`src/bboa_pkg.sv`:
```
`default_nettype none

package bboa_pkg;

    localparam int COORD_WIDTH  = 32;
    localparam int DIFF_W       = COORD_WIDTH + 1;
    localparam int MAG_W        = COORD_WIDTH;
    localparam int NORM_W       = 30;
    localparam int NORM_TOP     = NORM_W - 1;
    localparam int POS_W        = $clog2(MAG_W + NORM_W);
    localparam int SQ_W         = 2 * NORM_W;
    localparam int SUM_W        = SQ_W + 1;
    localparam int T_W          = SQ_W + 2;
    localparam int LIM_W        = 16;
    localparam int L2_W         = 2 * LIM_W;
    localparam int PL_W         = 2 * L2_W;
    localparam int PH_W         = L2_W + T_W - L2_W;
    localparam int CMP_W        = L2_W + T_W;
    localparam int ISQ_W        = T_W;
    localparam int ISQ_STEPS    = 31;
    localparam int ROOT_W       = 31;
    localparam int CORDIC_STEPS = 23;
    localparam int CRD_W        = 34;
    localparam int ANG_W        = 25;
    localparam int UA_W         = 24;
    localparam int YAW_W        = 15;
    localparam int PITCH_W      = 14;

    localparam logic [LIM_W-1:0] COS_LIMIT_RESET = 16'd65529;
    localparam logic [UA_W-1:0]  DEG90_Q16       = 24'd5898240;
    localparam logic [UA_W-1:0]  DEG180_Q16      = 24'd11796480;
    localparam logic [UA_W-1:0]  HALF_UNIT       = 24'd256;

    localparam logic [ANG_W-1:0] ATAN_Q16 [CORDIC_STEPS] = '{
        25'd2949120, 25'd1740967, 25'd919879, 25'd466945, 25'd234379,
        25'd117304, 25'd58666, 25'd29335, 25'd14668, 25'd7334, 25'd3667,
        25'd1833, 25'd917, 25'd458, 25'd229, 25'd115, 25'd57, 25'd29,
        25'd14, 25'd7, 25'd4, 25'd2, 25'd1
    };

    typedef struct packed {
        logic yaw_ok;
        logic pitch_ok;
        logic dx_neg;
        logic dy_neg;
        logic dz_neg;
    } flag_t;

    typedef struct packed {
        flag_t             f;
        logic [NORM_W-1:0] yx;
        logic [NORM_W-1:0] yz;
        logic [NORM_W-1:0] py;
    } isq_side_t;

endpackage

`default_nettype wire

```
`src/bboa_isqrt.sv`:
```
`default_nettype none

module bboa_isqrt (
    input  wire logic                       clk,
    input  wire logic                       rst_n,
    input  wire logic                       valid_in,
    input  wire logic [bboa_pkg::SUM_W-1:0] s_in,
    input  bboa_pkg::isq_side_t             side_in,
    output logic                            valid_out,
    output logic [bboa_pkg::ROOT_W-1:0]     root_out,
    output bboa_pkg::isq_side_t             side_out
);
    import bboa_pkg::*;

    logic [ISQ_STEPS-1:0] v_reg;
    logic [ISQ_W-1:0]     s_reg    [ISQ_STEPS];
    logic [ISQ_W-1:0]     r_reg    [ISQ_STEPS];
    isq_side_t            side_reg [ISQ_STEPS];
    logic [ISQ_W-1:0]     s_src    [ISQ_STEPS];
    logic [ISQ_W-1:0]     r_src    [ISQ_STEPS];
    isq_side_t            side_src [ISQ_STEPS];
    logic [ISQ_W-1:0]     s_next   [ISQ_STEPS];
    logic [ISQ_W-1:0]     r_next   [ISQ_STEPS];

    always_comb
    begin
        logic [ISQ_W-1:0] b;
        logic [ISQ_W-1:0] rb;
        s_src[0]    = ISQ_W'(s_in);
        r_src[0]    = '0;
        side_src[0] = side_in;
        for (int i = 1; i < ISQ_STEPS; i++)
        begin
            s_src[i]    = s_reg[i-1];
            r_src[i]    = r_reg[i-1];
            side_src[i] = side_reg[i-1];
        end
        for (int i = 0; i < ISQ_STEPS; i++)
        begin
            b  = ISQ_W'(1) << (2 * (ISQ_STEPS - 1 - i));
            rb = r_src[i] + b;
            if (s_src[i] >= rb)
            begin
                s_next[i] = s_src[i] - rb;
                r_next[i] = (r_src[i] >> 1) + b;
            end
            else
            begin
                s_next[i] = s_src[i];
                r_next[i] = r_src[i] >> 1;
            end
        end
    end

    always_ff @(posedge clk or negedge rst_n)
    begin
        if (!rst_n)
        begin
            v_reg <= '0;
        end
        else
        begin
            v_reg <= {v_reg[ISQ_STEPS-2:0], valid_in};
        end
    end

    always_ff @(posedge clk)
    begin
        s_reg    <= s_next;
        r_reg    <= r_next;
        side_reg <= side_src;
    end

    assign valid_out = v_reg[ISQ_STEPS-1];
    assign root_out  = r_reg[ISQ_STEPS-1][ROOT_W-1:0];
    assign side_out  = side_reg[ISQ_STEPS-1];

endmodule

`default_nettype wire

```
`config.mk`:
```
export PLATFORM = sky130hd
export DESIGN_NAME = bboa_isqrt
export DESIGN_NICKNAME = d
export VERILOG_FILES = /design/src/bboa_pkg.sv /design/src/bboa_isqrt.sv
export SDC_FILE = /design/constraint.sdc
export NUM_CORES = 2
export LEC_CHECK = 0
export BUFFER_PORTS_ARGS = -buffer_cell sky130_fd_sc_hd__buf_2
export CORE_MARGIN = 2
export CORE_UTILIZATION = 46
export DETAILED_ROUTE_END_ITERATION = 16
export MAX_ROUTING_LAYER = met4
export PLACE_DENSITY = 0.62
export SYNTH_ARGS = -nofsm -noshare
export SYNTH_HDL_FRONTEND = slang
export SYNTH_SLANG_ARGS = --single-unit
export TNS_END_PERCENT = 5
```
`constraint.sdc`:
```
create_clock -name clk -period 4.8 [get_ports clk]
set_input_delay 0.48 -clock clk [delete_from_list [all_inputs] [get_ports clk]]
set_output_delay 0.48 -clock clk [all_outputs]
set_load 0.1 [all_outputs]
```
# After elaboration in Yosys (flattened, before gate mapping)
# Cells that the tools add are included.
[word_totals] ff_bits=6726 latchBits=0 mem_bits_rw=0 romBits=0 inputBits=159 n_memories=0
[classes] addsub=90 mul=0 div_mod_pow=0 n_lt_le_gt_ge=31 n_eq_ne=0 shifts=0 n_mux=61 n_bitwise=0 reduce_logical=0
[ops] op="2-to-1 mux 61 bit" count=31
[ops] op="greater-or-equal comparator 62 bit" count=30
[ops] op="2-to-1 mux 62 bit" count=29
[ops] op="subtractor 62 bit" count=29
[ops] op="adder 61 x 11 -> 62 bit (second input constant)" count=1
[ops] op="adder 61 x 13 -> 62 bit (second input constant)" count=1
[ops] op="adder 61 x 15 -> 62 bit (second input constant)" count=1
[ops] op="adder 61 x 17 -> 62 bit (second input constant)" count=1
[ops] op="adder 61 x 19 -> 62 bit (second input constant)" count=1
[ops] op="adder 61 x 21 -> 62 bit (second input constant)" count=1
[ops] op="adder 61 x 23 -> 62 bit (second input constant)" count=1
[ops] op="adder 61 x 25 -> 62 bit (second input constant)" count=1
[ops] op="adder 61 x 27 -> 62 bit (second input constant)" count=1
[ops] op="adder 61 x 29 -> 62 bit (second input constant)" count=1
[ops] op="adder 61 x 3 -> 62 bit (second input constant)" count=1
[ops] op="adder 61 x 31 -> 62 bit (second input constant)" count=1
[ops] op="adder 61 x 33 -> 62 bit (second input constant)" count=1
[ops] op="adder 61 x 35 -> 62 bit (second input constant)" count=1
[ops] op="adder 61 x 37 -> 62 bit (second input constant)" count=1
[ops] op="adder 61 x 39 -> 62 bit (second input constant)" count=1
[ops] op="adder 61 x 41 -> 62 bit (second input constant)" count=1
[ops] op="adder 61 x 43 -> 62 bit (second input constant)" count=1
[ops] op="adder 61 x 45 -> 62 bit (second input constant)" count=1
[ops] op="adder 61 x 47 -> 62 bit (second input constant)" count=1
[ops] op="other kinds (43)" count=43

# Logic depth before layout (Yosys ltp)
[depth] word_depth=3 mapped_depth=15

# Least setup slack after synthesis
# No wires, ideal clock.
[synth_path] kind="flip-flop to flip-flop" from="reg s_reg[414] (netlist bit)" to="reg s_reg[344] (netlist bit)" setup_time_ps=121 t_arrival_ps=3211 t_required_ps=4679 slack_ps=1468 stages_incl_launch_ff=9 n_path_buf=1 period_less_slack_ps=3332 cell_sequence="dfxtp_1 or4_4 or3_4 or4_4 or3_1 nand4b_4 or4_4 buf_4 mux2_4"
[synth_rtl] item="start, declared" line_no="bboa_isqrt.sv:16" source="logic [ISQ_W-1:0] s_reg [ISQ_STEPS];"
[synth_rtl] item="start signal, assigned" line_no="bboa_isqrt.sv:69" source="s_reg <= s_next;"

==> flow_summary_export.csv <==
group,metric,value,unit
worst_setup_path,critPathBufInv,1,
worst_setup_path,crit_fanout,12,
final_layout,final_nets,13400,
detailed_routing,first_pass_iters,8,
worst_setup_path,arrival,5.20,ns
logic_synthesis,synth_common_cells,"dfxtp_1, nor2_1, inv_1",
sta,whs,0.136,ns
detailed_routing,wl_per_cell,16.7,um
sta,setup_viol_count_final,0,
die,fp.dieW,574,um
worst_setup_path,path_cells,"inv_1 -> ha_1 -> nor2b_1 -> o311ai_0 -> a211oi_1 -> o2111ai_1 -> a2111oi_0 -> a211oi_1 -> nand2b_1 -> nand4_1 -> nor4_1 -> xor2_1",
worst_setup_path,crit_top_cell,"a211oi_1",
final_layout,post_route_cells_drive_above_1_share,0.104,
final_layout,n_fill_cell,26800,
logic_synthesis,ys_seq_elements,5332,
placed_design,io_buffers,285,
sta,maxSlewHeadroom,0.170,
sta,setup_tns,0,ns
placed_design,placed_cells,16400,
logic_synthesis,synth.avg_cell_area,12.5,um2
clock_network,clk_pin_slew,0.06,ns
logic_synthesis,synth_seq_area_share,0.716,
die,die_y,574,um
worst_setup_path,start_kind,"flop",
power_and_ir_drop,p_per_area,625,mW/mm2
die,rows,209,
logic_synthesis,ys.flop_type,"dfxtp_1",
sta,final.setup_skew,0.0537,ns
detailed_routing,vias,83800,
sta,fin_crit_sh,0.900,
sta,finalHoldViolCount,0,
clock_network,cts_root_buf,"clkbuf_16",
global_routing,grt_pass1_wl,462000,um
power_and_ir_drop,vdd_drop_max,429,uV
worst_setup_path,cp-end-kind,"flop",
placed_design,gp_congestion,0.924,
logic_synthesis,yosys.area.top_type,"dfxtp_1",
logic_synthesis,synth_edf_count,0,
detailed_routing,via_per_inst,4.79,
global_routing,grt_pass1_vias,84700,
logic_synthesis,yosys_warnings,0,
logic_synthesis,syn-cell-area,0.149,mm2
detailed_routing,dr.first_iter.drc_count,5007,
final_layout,fin_cells,17500,
outcome,status,"completed",
die,ios,286,
global_routing,grt_max_degree,60,
logic_synthesis,ys_types,92,
worst_setup_path,required,5.69,ns
clock_network,holdBufCountCts,160,
worst_setup_path,cpMaxStageDelayCell,"o311ai_0",
global_routing,grtUsageTotal,0.179,
clock_network,clock_path_buffers,4,
clock_network,numCtsBuffers,518,
logic_synthesis,yosysMostFrequentCell,"dfxtp_1",
die,initial_core_util,0.461,
clock_network,h-tree-depth,6,
clock_network,cts_tree,"built",
sta,fmax,0.232,GHz
logic_synthesis,syn-instance-count,12000,
clock_network,clock_sinks,5332,
detailed_routing,drc,0,
job,max_cap_violations,0,
clock_network,insertion_delay,0.99,ns
worst_setup_path,critPathKind,"reg -> reg",
clock_network,postCtsSetupBuffers,0,
hold_path,hold_class,"in -> reg",
power_and_ir_drop,power.leakage,77.3,nW
logic_synthesis,yosysTopAreaCellShare,0.711,
worst_setup_path,cp_slowest_stage_delay,0.68,ns
die,dieArea,0.329,mm2
final_layout,syn2layout_area_growth,17.0,%
placed_design,dpl.hpwl,212000,um
sta,final-max-slew-violation-count,0,
detailed_routing,detail-route-antenna-nets,0,
logic_synthesis,synth_area_leaders,"dfxtp_1, ha_1, xnor2_1, xor2_1, a21oi_1",
sta,final.min_clock_period,4.32,ns
final_layout,largest_register_ffs,2850,
logic_synthesis,async_reset_ff_frac,0.00581,
worst_setup_path,crit_family,"compound AO/OA/AOI/OAI gates",
sta,rsz0062_at_grt,"false",
global_routing,antenna_found_initial,16,
global_routing,grt_overflow,0,
clock_network,post_cts_resized,0,
sta,worstMarginPinSlew,1.23,ns
detailed_routing,drt_wl_total,292000,um
die,coreArea,0.323,mm2
==> stage by stage <==
step           utilization  setup WS (ns)  instance area, um2  power [W]
6_report             0.540          0.482              175000      0.109
5_1_grt              0.540          0.180              175000      0.114
4_1_cts              0.540          0.566              175000      0.110
3_5_place_dp         0.480          0.604              155000     0.0693
3_3_place_gp         0.480          0.710              155000     0.0691
2_1_floorplan            -           1.47              149000     0.0642
==> worst register-to-register path: stages (launching register included) <==
cell       delay [ns]
dfxtp_1          0.34
inv_1            0.05
ha_1             0.32
nor2b_1          0.16
o311ai_0         0.68
a211oi_1         0.29
o2111ai_1        0.50
a2111oi_0        0.24
a211oi_1         0.44
nand2b_1         0.20
nand4_1          0.43
nor4_1           0.41
xor2_1           0.19
==> logic make-up (layout without fill, tap and decap cells) <==
group	after synthesis	after routing	synth area share
fa+ha+maj	523	523	0.0438
mux	104	104	0.00785
buf+inv	906	2078	0.0255
simple gates	2633	2633	0.0906
flops	5332	5332	0.716
compound gates	1652	1652	0.0680
xor+xnor	820	820	0.0481
other cells	1	27	0.0000251
==> cell type report <==
type | instances | area (um2) | share of cell area
flip-flops and latches | 5332 | 107000 | 0.612
inverters | 639 | 2400 | 0.0137
multi-input cells | 5734 | 38700 | 0.221
diodes | 25 | 62.6 | 0.000358
clock inverters | 196 | 2750 | 0.0157
repair buffers | 514 | 3580 | 0.0205
well taps | 4325 | 5410 | 0.0310
clock buffers | 729 | 14900 | 0.0853
==> cells in the final DEF (no fill, tap or decap), types with 151 or more instances in the layout <==
cell type / netlist / routed
clkbuf_16: 0 / 524
a21oi_1: 612 / 612
o21ai_0: 363 / 363
inv_1: 638 / 638
nand3_1: 151 / 151
xor2_1: 397 / 397
nor4_1: 319 / 310
nor2_1: 659 / 659
dfxtp_1: 5301 / 5301
dlygate4sd3_1: 0 / 159
ha_1: 523 / 523
buf_2: 11 / 285
a21o_1: 208 / 208
xnor2_1: 423 / 423
nor3_1: 255 / 254
nand2_1: 499 / 499
==> worst paths after layout <==
kind                                              from                endpoint  slack [ns]  cells past startpoint
worst max-delay path                r_reg[320]$_DFF_P_      s_reg[308]$_DFF_P_        0.48                     12
worst min-delay path                       side_in[43]  side_reg[2893]$_DFF_P_        0.14                      2
worst max register to register      r_reg[320]$_DFF_P_      s_reg[308]$_DFF_P_        0.48                     12
worst min register to register  side_reg[2715]$_DFF_P_  side_reg[2620]$_DFF_P_        0.29                      0
max in group asynchronous                        rst_n     v_reg[14]$_DFF_PN0_        4.03                      4
min in group asynchronous                        rst_n     v_reg[12]$_DFF_PN0_        0.42                      3
==> layer usage <==
metal / GRT usage / part of all wire / wire (um) / vias up
li1: - / - / - / 41900
met2: 0.280 / 0.45 / 130000 / 1899
met5: - / 0 / 0 / -
met4: 0.0616 / 0.031 / 8950 / 0
met1: 0.236 / 0.48 / 139000 / 39400
met3: 0.0284 / 0.045 / 13300 / 578
==> power by group <==
part,switching (W),total (W),internal (W)
clock network,0.0168,0.0406,0.0238
registers,0.00418,0.0541,0.0499
logic,0.00828,0.0145,0.00627
total,0.0292,0.109,0.0800
(Power assumes the default switching activity.)
